[src/hw/rtl/madf_pkg.sv]
// shared types and constants for the multi-converter deserializer and framer
package madf_pkg;

	localparam int CFG_W = 11;
	localparam logic [CFG_W-1:0] FPP_RESET = 11'd1024;

	localparam logic [7:0] START_MARK = 8'hFF;
	localparam logic [7:0] MARK_SUB   = 8'hFE;

	localparam int USER_W      = 2;
	localparam int USER_MARKER = 0;
	localparam int USER_PEND   = 1;

	typedef struct packed {
		logic [7:0] out_byte;
		logic       is_marker;
		logic       last_of_run;
		logic       packet_end;
	} beat_t;

endpackage

[src/hw/rtl/madf_lane.sv]
// one converter lane: serial-to-parallel shift and sample-to-byte conversion
module madf_lane import madf_pkg::*; #(
	parameter int SAMPLE_BITS = 9
) (
	input  logic       clk,
	input  logic       arst_n,
	input  logic       shift_en,
	input  logic       din,
	output logic [7:0] sample_byte
);

	logic [SAMPLE_BITS-2:0] shift_q;
	logic [SAMPLE_BITS-1:0] word;
	logic [SAMPLE_BITS+7:0] word_ext;
	logic [7:0]             low_byte;

	// every word is fully shifted in before use, so no clear is needed between words
	always_ff @(posedge clk or negedge arst_n) begin
		if (!arst_n) begin
			shift_q <= '0;
		end else if (shift_en) begin
			shift_q <= word[SAMPLE_BITS-2:0];
		end
	end

	always_comb begin
		word     = {shift_q, din};
		word_ext = {8'd0, word};
		low_byte = word_ext[7:0];
		// negative samples become zero, 255 is reserved for the start marker
		if (word[SAMPLE_BITS-1]) begin
			sample_byte = 8'd0;
		end else if (low_byte == START_MARK) begin
			sample_byte = MARK_SUB;
		end else begin
			sample_byte = low_byte;
		end
	end

endmodule

[src/hw/rtl/madf_merge.sv]
// frame merge: captures lane bytes, inserts start marker, counts frames, output register
module madf_merge import madf_pkg::*; #(
	parameter int CHANNELS   = 4,
	parameter int MAX_FRAMES = 1024
) (
	input  logic                     clk,
	input  logic                     arst_n,
	input  logic                     load,
	input  logic [CHANNELS-1:0][7:0] sample_bytes,
	input  logic [CFG_W-1:0]         frames_per_packet,
	input  logic                     out_ready,
	output logic                     take_ok,
	output logic                     out_valid,
	output beat_t                    out_beat
);

	localparam int FC_W  = (MAX_FRAMES > 1) ? $clog2(MAX_FRAMES) : 1;
	localparam int LEN_A = $clog2(MAX_FRAMES + 1);
	localparam int LEN_W = (LEN_A > CFG_W) ? LEN_A : CFG_W;
	localparam int CNT_W = $clog2(CHANNELS + 1);

	logic [FC_W-1:0]            fc_q;
	logic                       mark_q;
	logic [CNT_W-1:0]           left_q;
	logic [CHANNELS-1:0][7:0]   bytes_q;
	logic                       closes_q;
	logic                       out_valid_q;
	beat_t                      beat_q;

	logic [LEN_W-1:0] cfg_ext;
	logic [LEN_W-1:0] plen;
	logic             opens;
	logic             closes;
	logic             busy;
	logic             out_free;
	logic             emit;
	logic             last_byte;
	beat_t            cur_beat;

	always_comb begin
		cfg_ext = LEN_W'(frames_per_packet);
		// zero acts as one, anything above the maximum acts as the maximum
		priority if (cfg_ext == '0) begin
			plen = LEN_W'(1);
		end else if (cfg_ext > LEN_W'(MAX_FRAMES)) begin
			plen = LEN_W'(MAX_FRAMES);
		end else begin
			plen = cfg_ext;
		end
		opens  = (fc_q == '0);
		closes = (LEN_W'(fc_q) + LEN_W'(1)) >= plen;

		busy      = mark_q || (left_q != '0);
		out_free  = !out_valid_q || out_ready;
		emit      = busy && out_free;
		last_byte = !mark_q && (left_q == CNT_W'(1));
		take_ok   = !busy || (emit && last_byte);

		cur_beat.out_byte    = mark_q ? START_MARK : bytes_q[0];
		cur_beat.is_marker   = mark_q;
		cur_beat.last_of_run = last_byte;
		cur_beat.packet_end  = last_byte && closes_q;
	end

	always_ff @(posedge clk or negedge arst_n) begin
		if (!arst_n) begin
			fc_q        <= '0;
			mark_q      <= 1'b0;
			left_q      <= '0;
			out_valid_q <= 1'b0;
		end else begin
			if (load) begin
				mark_q <= opens;
				left_q <= CNT_W'(CHANNELS);
				fc_q   <= closes ? '0 : fc_q + FC_W'(1);
			end else if (emit) begin
				if (mark_q) begin
					mark_q <= 1'b0;
				end else begin
					left_q <= left_q - CNT_W'(1);
				end
			end
			if (out_free) begin
				out_valid_q <= emit;
			end
		end
	end

	// frame bytes shift toward slot 0 as they leave
	always_ff @(posedge clk) begin
		if (load) begin
			bytes_q  <= sample_bytes;
			closes_q <= closes;
		end else if (emit && !mark_q) begin
			for (int i = 0; i < CHANNELS - 1; i++) begin
				bytes_q[i] <= bytes_q[i+1];
			end
		end
		if (emit) begin
			beat_q <= cur_beat;
		end
	end

	assign out_valid = out_valid_q;
	assign out_beat  = beat_q;

endmodule

[src/hw/rtl/multi_adc_deserializer_framer.sv]
// top level: serial converter deserializer with start-marker packet framing
// Takes one bit slot per cycle on s_axis (one bit per converter, first bit of a
// word is the MSB). Every SAMPLE_BITS slots a word completes in each of the
// CHANNELS lanes and the merge stage sends CHANNELS bytes on m_axis, one byte per
// cycle while m_axis_tready is high, preceded by a 0xFF start marker on the first
// frame of each packet. Negative samples give 0 and 255 is sent as 254. The input
// is taken every cycle except on the slot that completes a word while bytes of
// the previous frame are still queued; with SAMPLE_BITS >= CHANNELS + 1 and
// m_axis always ready this never happens, so the sustained rate is one slot per
// cycle, and the output byte register is what sets the pace otherwise. Bytes
// pass the merge frame registers, then the output byte register. frames_per_packet
// (cfg) is taken as is; 0 acts as 1, values above MAX_FRAMES act as MAX_FRAMES.
module multi_adc_deserializer_framer import madf_pkg::*; #(
	parameter int CHANNELS    = 4,
	parameter int SAMPLE_BITS = 9,
	parameter int MAX_FRAMES  = 1024
) (
	input  logic                               clk,
	input  logic                               arst_n,
	input  logic                               s_axis_tvalid,
	output logic                               s_axis_tready,
	// adc0_bit, adc1_bit, ... one bit each from bit 0, zero padded
	input  logic [((CHANNELS + 7) / 8) * 8-1:0] s_axis_tdata,
	output logic                               m_axis_tvalid,
	input  logic                               m_axis_tready,
	// out_byte
	output logic [7:0]                         m_axis_tdata,
	output logic                               m_axis_tlast,
	// is_marker, packet_end
	output logic [USER_W-1:0]                  m_axis_tuser,
	input  logic                               cfg_valid,
	output logic                               cfg_ready,
	input  logic [CFG_W-1:0]                   cfg_data
);

	localparam int BP_W = $clog2(SAMPLE_BITS);

	logic [BP_W-1:0]            bitpos_q;
	logic [CFG_W-1:0]           fpp_q;
	logic                       word_end;
	logic                       take_ok;
	logic                       accept;
	logic                       word_fire;
	logic [CHANNELS-1:0][7:0]   lane_bytes;
	beat_t                      beat;

	assign word_end      = (bitpos_q == BP_W'(SAMPLE_BITS - 1));
	assign s_axis_tready = !word_end || take_ok;
	assign accept        = s_axis_tvalid && s_axis_tready;
	assign word_fire     = accept && word_end;
	assign cfg_ready     = 1'b1;

	always_ff @(posedge clk or negedge arst_n) begin
		if (!arst_n) begin
			bitpos_q <= '0;
			fpp_q    <= FPP_RESET;
		end else begin
			if (accept) begin
				bitpos_q <= word_end ? '0 : bitpos_q + BP_W'(1);
			end
			if (cfg_valid) begin
				fpp_q <= cfg_data;
			end
		end
	end

	for (genvar g = 0; g < CHANNELS; g++) begin : g_lane
		madf_lane #(
			.SAMPLE_BITS(SAMPLE_BITS)
		) u_lane (
			.clk        (clk),
			.arst_n     (arst_n),
			.shift_en   (accept),
			.din        (s_axis_tdata[g]),
			.sample_byte(lane_bytes[g])
		);
	end

	madf_merge #(
		.CHANNELS  (CHANNELS),
		.MAX_FRAMES(MAX_FRAMES)
	) u_merge (
		.clk              (clk),
		.arst_n           (arst_n),
		.load             (word_fire),
		.sample_bytes     (lane_bytes),
		.frames_per_packet(fpp_q),
		.out_ready        (m_axis_tready),
		.take_ok          (take_ok),
		.out_valid        (m_axis_tvalid),
		.out_beat         (beat)
	);

	assign m_axis_tdata              = beat.out_byte;
	assign m_axis_tlast              = beat.last_of_run;
	assign m_axis_tuser[USER_MARKER] = beat.is_marker;
	assign m_axis_tuser[USER_PEND]   = beat.packet_end;

`ifndef SYNTHESIS
	a_marker_form: assert property (@(posedge clk) disable iff (!arst_n)
		m_axis_tvalid && m_axis_tuser[USER_MARKER] |->
			m_axis_tdata == START_MARK && !m_axis_tlast && !m_axis_tuser[USER_PEND])
		else $error("start marker request malformed");

	a_no_ff_sample: assert property (@(posedge clk) disable iff (!arst_n)
		m_axis_tvalid && !m_axis_tuser[USER_MARKER] |-> m_axis_tdata != START_MARK)
		else $error("sample byte equals start marker");

	a_pend_last: assert property (@(posedge clk) disable iff (!arst_n)
		m_axis_tvalid && m_axis_tuser[USER_PEND] |-> m_axis_tlast)
		else $error("packet end on a byte that is not last of its run");

	a_stall_word_end: assert property (@(posedge clk) disable iff (!arst_n)
		!s_axis_tready |-> word_end)
		else $error("input stalled away from a word boundary");
`endif

endmodule

[config.mk]
export PLATFORM = sky130hd
export DESIGN_NAME = multi_adc_deserializer_framer
export DESIGN_NICKNAME = d
export VERILOG_FILES = /design/src/hw/rtl/madf_pkg.sv /design/src/hw/rtl/madf_lane.sv /design/src/hw/rtl/madf_merge.sv /design/src/hw/rtl/multi_adc_deserializer_framer.sv
export SDC_FILE = /design/constraint.sdc
export NUM_CORES = 1
export LEC_CHECK = 0
export BUFFER_PORTS_ARGS = -buffer_cell sky130_fd_sc_hd__buf_4
export CORE_UTILIZATION = 60
export DETAILED_ROUTE_END_ITERATION = 10
export HOLD_SLACK_MARGIN = 0.03
export PLACE_DENSITY = 0.8
export SLEW_MARGIN = 25
export SYNTH_ARGS = -nofsm -noshare
export SYNTH_HDL_FRONTEND = slang
export SYNTH_SLANG_ARGS = --single-unit
[constraint.sdc]
create_clock -name clk -period 6.3 [get_ports clk]
set_input_delay 1.575 -clock clk [delete_from_list [all_inputs] [get_ports clk]]
set_output_delay 1.575 -clock clk [all_outputs]
set_load 0.01 [all_outputs]
==> results.tsv, run 1 <==
metric	value	unit
worstHoldPathType	reg2reg	
antennaDiodeCount	0	
ys_ff_latch	106	
synth-edff-count	44	
clk_pin_slew	100	ps
grt_pass1_vias	3017	
die_h	93.2	um
drive_gt1_frac	0.257	
root_buffer	clkbuf_8	
worstSetupPathType	in2out	
crit_start	m_axis_tready	
start_kind	input pin	
post-route-period-util	0.656	
place_area	5270	um^2
pin_count	38	
ys_types	53	
hold_path_end	u_merge.out_beat[8]	
stdcell_area	5470	um^2
antenna_found_initial	0	
grt.overflow.total	0	
rsz0062_at_grt	false	
synth_top_flop_cell	dfrtp_1	
clock_latency	370	ps
clk_path_buf_depth	2	
port_buffers	32	
hp-start	u_merge.bytes_q[5]	
r2r_cells	6	
final.setup.tns	0	ps
drt-initial-drc-count	165	
post_cts_buffers	0	
grt_max_degree	63	
cts_tree	done	
cts.htree.levels	3	
ctsHoldBuffers	0	
num_rows	32	
ys.warnings.count	0	
synthTopCellsByArea	dfrtp_1 (31%), edfxtp_1 (27%), mux2_2 (9.5%)	
r2r_slack	3090	ps
vias_per_cell	5.59	
grt_pass1_wl	14.1	mm
cts.sinks	106	
hold_violations	0	
p_leak	2.30	nW
cp-end-kind	primary output	
drc	0	
clock_skew	11.1	ps
start_util	0.632	
r2r-start	bitpos_q[0]	
arrival	2550	ps
areaGrowthSynthToFinish	9.69	%
max_slew_margin	0.463	
ant_nets	0	
max_freq	242	MHz
synth_seq_area_share	0.577	
final.min_clock_period	4130	ps
slew_viol_final	0	
gr-usage-all-layers	0.212	
drt-pass1-iter-count	4	
async_reset_ff_frac	0.585	
gp_congestion	0.859	
critPathMaxFanout	3	
tightestPinTransition	805	ps
avgSynthCellArea	12.0	um^2
hold_depth	1	
synth_top_cell_area_share	0.306	
r2r-end	u_merge.bytes_q[18]	
synth_area	4980	um^2
place_hpwl	5.51	mm
dieArea	8680	um^2
wl	8.34	mm
vias	3096	
max-cap-violations	0	
finalSetupViolCount	0	
status	finished, final reports clean	
synth_cells	416	
wl_per_cell	15.0	um
synth_top_area_cell	dfrtp_1	
required	4720	ps
syn_nets	458	
cts_resized	0	
p_per_area	385	nW/um^2
final_nets	489	
fp.dieW	93.2	um
vdd_ir_drop_max	0.249	mV
cts-buffers-inserted	9	
core-area	7890	um^2
-- flip-flops by register name, summed over array words and instances (netlist names) --
| signal | count |
|---|---|
| u_merge.closes_q | 1 |
| bitpos_q | 4 |
| u_merge.bytes_q | 32 |
| u_merge.out_beat | 11 |
| u_merge.left_q | 3 |
| u_merge.mark_q | 1 |
| fpp_q | 11 |
| u_merge.out_valid | 1 |
| g_lane.u_lane.shift_q | 32 |
| u_merge.fc_q | 10 |
-- where the power goes --
part | leakage, nW | internal [mW] | switching (mW)
combinational | 1.06 | 0.319 | 0.287
sequential | 1.15 | 0.960 | 0.166
clock | 0.0784 | 0.142 | 0.229
total | 2.30 | 1.42 | 0.681
-- placed cells by master (no fill, tap or decap), types with 2 or more instances in the layout --
master | netlist | routed
clkbuf_8 | 0 | 9
mux2_2 | 42 | 42
nand3_1 | 13 | 13
or2_2 | 11 | 11
nor4_1 | 3 | 3
nor3_1 | 2 | 2
nand2b_1 | 22 | 22
xor2_1 | 3 | 3
clkinv_1 | 2 | 5
a22o_1 | 2 | 2
a21oi_2 | 1 | 2
buf_4 | 2 | 32
nand2_1 | 54 | 54
a21oi_1 | 8 | 7
inv_1 | 10 | 10
o22ai_1 | 3 | 3
nand4_1 | 7 | 7
ha_1 | 18 | 18
edfxtp_1 | 44 | 44
o21ai_0 | 40 | 40
and3_1 | 3 | 3
dfrtp_1 | 61 | 61
a21o_1 | 2 | 2
nor2_1 | 11 | 11
xnor2_1 | 5 | 5
nor2b_1 | 10 | 10
and2_1 | 2 | 2
clkinvlp_4 | 0 | 2
-- cells by family (layout without fill, tap and decap cells) --
| logic type | Yosys count | after routing | share of synthesized area |
|---|---|---|---|
| AO/OA/AOI/OAI | 65 | 65 | 0.0776 |
| XOR/XNOR | 8 | 8 | 0.0141 |
| adder cells (fa/ha/maj) | 18 | 18 | 0.0452 |
| buffers and inverters | 26 | 62 | 0.0266 |
| flip-flops | 106 | 106 | 0.577 |
| multiplexers | 42 | 42 | 0.0949 |
| other | 1 | 1 | 0.000752 |
| AND/OR/NAND/NOR | 150 | 150 | 0.164 |
-- cell usage after synthesis (4+ instances only) --
| cell type | count |
|---|---|
| a21oi_1 | 8 |
| buf_2 | 4 |
| clkbuf_1 | 4 |
| dfrtp_1 | 61 |
| edfxtp_1 | 44 |
| ha_1 | 18 |
| inv_1 | 10 |
| mux2_2 | 42 |
| nand2_1 | 54 |
| nand2b_1 | 22 |
| nand3_1 | 13 |
| nand4_1 | 7 |
| nor2_1 | 11 |
| nor2b_1 | 10 |
| o21ai_0 | 40 |
| or2_2 | 11 |
| xnor2_1 | 5 |
-- metrics by stage --
step                      std cells  setup slack, ps  hold WS [ps]  utilization  total power, mW
after floorplan                 416             2470           479            -             1.55
after global placement          537             2190           481        0.668             1.69
after detailed placement        537             2130           484        0.668             1.74
after CTS                       553             2170           507        0.689             2.10
after global routing            554             2110           528        0.693             2.25
final                           554             2170           509        0.693             2.10
-- layer usage --
metal  vias to the layer above  wire length, um  GRT usage
met4                         0              119     0.0731
met1                      1509             3910      0.284
met2                        58             4050      0.346
li1                       1520                -          -
met5                         -                0          0
met3                         9              266     0.0431
-- worst max-delay path by stage --
stage / to / slack, ps / cells past startpoint
2_1_floorplan: s_axis_tready / 2470 / 4
3_3_place_gp: s_axis_tready / 2190 / 6
3_5_place_dp: u_merge.bytes_q[14] / 2130 / 6
4_1_cts: s_axis_tready / 2170 / 6
5_1_grt: s_axis_tready / 2110 / 6
6_report: s_axis_tready / 2170 / 6
-- cell type report --
cell class	count	area (um^2)
clock buffer	9	124
clock inverter	7	43.8
fill	554	2420
tap	102	128
inverter	13	48.8
multi-input combinational	284	1980
sequential	106	2870
timing repair buffer	33	268
-- critical path: stages --
cell and delay (ps):
buf_4 110, nand2b_4 140, a21oi_2 190, nor3_2 80, or2_2 310, buf_4 140
No activity file was read; power rests on OpenSTA's default activity.
==> run 2: changes to the inputs <==
Settings changed: CORE_UTILIZATION 60 to 54, PLACE_DENSITY 0.8 to 0.76.
Clock period 6.3 ns to 3.6 ns, I/O delays scaled along.
==> run 2 against run 1 <==
  * The run now ends with DRC left
  * Register-to-register slack worse by 2200 ps
  * Clock skew hardly changed
  * Sequential share of layout area is 0.45 points lower
  * Global-route usage is 2.8 points lower
  * Die area is 11% higher
  * First-iteration DRC count is 28% lower
  * Largest power group unchanged
==> results.tsv, run 2 (same netlist as run 1, synthesis figures left out) <==
metric	value	unit
r2r_cells	10	
slowest_delay	310	ps
dieArea	9620	um^2
post-route-period-util	0.773	
hold_violations	0	
wl_per_cell	14.1	um
drc	4	
p_per_area	685	nW/um^2
hp-start	u_merge.bytes_q[2]	
cp-end-kind	primary output	
root_buffer	clkbuf_8	
num_rows	34	
drt-pass1-iter-count	7	
antennaDiodeCount	0	
finalSetupViolCount	0	
final.setup.tns	0	ps
post_cts_buffers	0	
worstSetupPathType	in2out	
clock_skew	10.7	ps
max-cap-violations	0	
start_kind	input pin	
max_slew_margin	0.472	
rsz0062_at_grt	false	
antenna_found_initial	0	
status	finished, violations left	
grt_pass1_vias	3019	
cts_tree	done	
areaGrowthSynthToFinish	10.6	%
final_common_cell	dfrtp_1	
port_buffers	32	
grt_use_met1	0.242	
clk_path_buf_depth	2	
grt_pass1_wl	14.0	mm
drive_gt1_frac	0.260	
crit_start	m_axis_tready	
hold_depth	1	
stdcell_area	5520	um^2
critPathMaxFanout	3	
worstHoldPathType	reg2reg	
place_area	5300	um^2
drt-initial-drc-count	118	
cp_num_cells	6	
required	2700	ps
final.min_clock_period	2780	ps
violations	DRC	
cts-buffers-inserted	9	
vias_per_cell	5.43	
cp_top_family	simple AND/OR/NAND/NOR gates	
slew_viol_final	0	
clk_pin_slew	90	ps
ctsHoldBuffers	0	
cpMostUsedCell	buf_4	
r2r-start	u_merge.fc_q[0]	
reg.largest.list	g_lane.u_lane.shift_q (32), u_merge.bytes_q (32)	
cts_resized	0	
grt.overflow.total	0	
vias	3053	
final_nets	491	
ant_nets	0	
cts.sinks	106	
vdd_ir_drop_max	0.332	mV
crit_buf_inv	2	
use_met3	0.0308	
start_util	0.563	
top_usage_layer	met2	
layout_common_cells	dfrtp_1 (61), nand2_1 (54), edfxtp_1 (44)	
place_hpwl	5.47	mm
wl	7.92	mm
pin_count	38	
clock_latency	350	ps
arrival	1880	ps
p_leak	2.32	nW
slowest_stage	or2_2	
grt_max_degree	63	
tightestPinTransition	792	ps
crit_chain	buf_4 > nand2b_4 > a21oi_2 > nor3_2 > or2_2 > buf_4	
grt_use_met2	0.306	
gr-usage-all-layers	0.184	
core-area	8850	um^2
max_freq	359	MHz
cts.htree.levels	3	
fp.dieW	98.1	um
die_h	98.1	um
gp_congestion	0.830	
## run 2: changes by cell type in the layout (fill, tap and decap cells not counted), sizes merged
cell and change:
clkinvlp -1, bufinv +2, clkinv -1, buf +2
## run 2: layout make-up
cell class / count / area [um^2]
Fill cell: 706 / 3330
Sequential cell: 106 / 2870
Multi-Input combinational cell: 284 / 1980
Timing Repair Buffer: 35 / 263
Tap cell: 108 / 135
Clock buffer: 9 / 124
Clock inverter: 7 / 92.6
Inverter: 13 / 48.8
## run 2: final timing paths
path	to	slack [ps]
max	s_axis_tready	820
min	u_merge.out_beat[5]	500
max reg2reg	u_merge.closes_q	880
min reg2reg	u_merge.out_beat[5]	500
max in group asynchronous	u_merge.left_q[2]	2440
min in group asynchronous	g_lane[1].u_lane.shift_q[0]	600
## run 2: routing by layer
metal  wire length [um]  part of all wire  vias up
li1                   -                 -     1526
met1               3610              0.46     1472
met2               4020              0.51       47
met3                190             0.024        8
met4                106             0.013        0
met5                  0                 0        -
## run 2: worst register-to-register path, stage by stage (launching register included)
cell	delay, ps
dfrtp_1	440
ha_1	240
nand4_1	130
nor2_1	140
xor2_1	270
ha_1	310
a21oi_1	140
o21ai_0	80
o21ai_0	170
o211a_1	230
clkinv_1	250
## run 2: power by group
part	switching (mW)	internal [mW]	leakage [nW]	total [mW]
Sequential	0.291	1.68	1.15	1.97
Clock	0.383	0.391	0.105	0.774
Combinational	0.479	0.553	1.06	1.03
## run 2: metrics by stage
stage / cells / power (mW) / hold slack (ps) / setup WS [ps] / util
detailed placement: 546 / 3.04 / 485 / 811 / 0.599
finish: 562 / 3.78 / 505 / 817 / 0.623
floorplan: 416 / 2.72 / 479 / 1120 / -
CTS: 562 / 3.82 / 507 / 799 / 0.623
global placement: 546 / 2.97 / 482 / 838 / 0.599
global route: 562 / 4.04 / 525 / 629 / 0.623
==> run 3: changes to the inputs <==
Clock period 3.6 ns to 2.2 ns, I/O delays scaled along.
==> run 3 against run 2 <==
  * The run ends with DRC, setup timing left
  * Worst hold slack got worse by 250 ps
  * Clock skew rose by 1.2 ps
  * Global-route usage rose by 1.7 points
  * First-iteration DRC count rose by 36%
  * Clock-buffer cell count did not move
  * Final cell count rose by 7.8%
  * Sequential power rose by 64%
  * Combinational power rose by 110%
  * Sequential share of layout area fell by 4.3 points
  * Highest routed layer unchanged
==> results.tsv, run 3 (same netlist as run 1, synthesis figures left out) <==
metric	value	unit
vias	3288	
vdd_ir_drop_max	0.584	mV
final.min_clock_period	2420	ps
wl	9.14	mm
cts.sinks	106	
root_buffer	clkbuf_8	
fin_util	0.680	
vias_per_cell	5.43	
fin_ws	-218	ps
port_buffers	32	
grt_max_degree	63	
place_hpwl	5.80	mm
ant_nets	0	
crit_chain	ha_2 > nand4_1 > nor2_2 > xor2_2 > ha_4 > a21oi_2 > o21ai_1 > o21ai_1 > o211a_4 > clkinv_4	
ctsHoldBuffers	0	
max_slew_margin	0.464	
dieArea	9620	um^2
start_kind	flop	
clock_latency	370	ps
areaGrowthSynthToFinish	20.7	%
gp_congestion	0.874	
grt_pass1_vias	3268	
seq_area	2870	um^2
slowest_stage	dfrtp_1	
stdcell_count	606	
max_freq	414	MHz
clk_path_buf_depth	2	
final.setup.tns	-1530	ps
reg.largest.list	g_lane.u_lane.shift_q (32), u_merge.bytes_q (32)	
fillers	618	
multi_input_area	2150	um^2
place_area	5500	um^2
antenna_found_initial	0	
wl_per_cell	15.1	um
final_nets	535	
hold_violations	0	
drt-pass1-iter-count	8	
grt_pass1_wl	15.2	mm
antennaDiodeCount	0	
clk_pin_slew	110	ps
cts.htree.levels	3	
tightestPinTransition	803	ps
start_util	0.563	
worstSetupPathType	reg2reg	
drive_gt1_frac	0.384	
cts-buffers-inserted	9	
stdcell_area	6020	um^2
grt.overflow.total	0	
arrival	2540	ps
p_leak	2.57	nW
r2r-start	u_merge.fc_q[0]	
crit_start	u_merge.fc_q[0]	
gr-usage-all-layers	0.200	
finalSetupViolCount	11	
cpMostUsedCell	o21ai_1	
num_rows	34	
p_per_area	1090	nW/um^2
cp-end-kind	flop	
core-area	8850	um^2
final_common_cell	buf_4	
die_h	98.1	um
critPathMaxFanout	5	
fp.dieW	98.1	um
worstHoldPathType	in2async	
drc	5	
required	2330	ps
slowest_delay	390	ps
pin_count	38	
status	finished, violations left	
worst_hold_slack	255	ps
cts_tree	done	
slew_viol_final	0	
rsz0062_at_grt	true	
placed_cells	571	
violations	DRC, setup timing	
clock_skew	11.9	ps
drt-initial-drc-count	161	
post-route-period-util	1.10	
max-cap-violations	0	
layout_common_cells	buf_4 (75), dfrtp_1 (61), nand2_1 (52)	
r2r_cells	10	
run 3: cell count changes in the layout (fill, tap and decap cells not counted), moves of 5 or more:
cell / change
o21ai_2: +5
ha_4: +5
buf_4: +40
o21ai_0: -7
ha_1: -7
run 3: timing repair:
action,CTS,global route
gates cloned,0,1
setup endpoints to repair,12,12
gates resized for setup,25,16
pin swaps,9,14
buffers inserted,14,4
run 3: routing by layer:
layer,track usage,wire length (um),vias up
met5,0,0,-
met4,0.0676,125,0
met3,0.0437,305,12
met2,0.336,4490,62
met1,0.259,4220,1602
li1,-,-,1612
run 3: power by group:
part           internal [mW]  leakage, nW  total, mW  switching [mW]
clock network          0.446       0.0966       1.19           0.740
registers               2.75         1.15       3.23           0.482
logic                   1.18         1.31       2.14           0.957
run 3: worst paths after layout:
kind                            slack, ps                          end
worst max register to register       -220             u_merge.closes_q
min in group clk                      380                    fpp_q[10]
worst min register to register        500          u_merge.out_beat[3]
worst max-delay path                 -220             u_merge.closes_q
max in group asynchronous            1420                  bitpos_q[3]
worst min-delay path                  260  g_lane[1].u_lane.shift_q[2]
run 3: final cells by class:
class                      count  area share
timing repair buffer          78       0.101
timing repair inverter         1     0.00104
tap                          108      0.0225
clock buffer                   9      0.0206
clock inverter                 7      0.0121
multi-input combinational    284       0.357
sequential                   106       0.478
inverter                      13     0.00894
run 3: critical path, delay by kind of cell (launching register included):
kind                       cells  cell delay [ps]
and+or+nand+nor                2              330
xor gates and xnor gates       1              280
adders and majority gates      2              460
buffers and inverters          1              100
AOI/OAI and AO/OA              4              610
DFF                            1              390
run 3: metrics by stage:
stage | total power, mW | worst slack, ps
CTS | 6.46 | -156
detailed placement | 5.10 | -225
finish | 6.55 | -218
floorplan | 4.45 | 7.49
global route | 6.96 | -333
global placement | 4.97 | -140
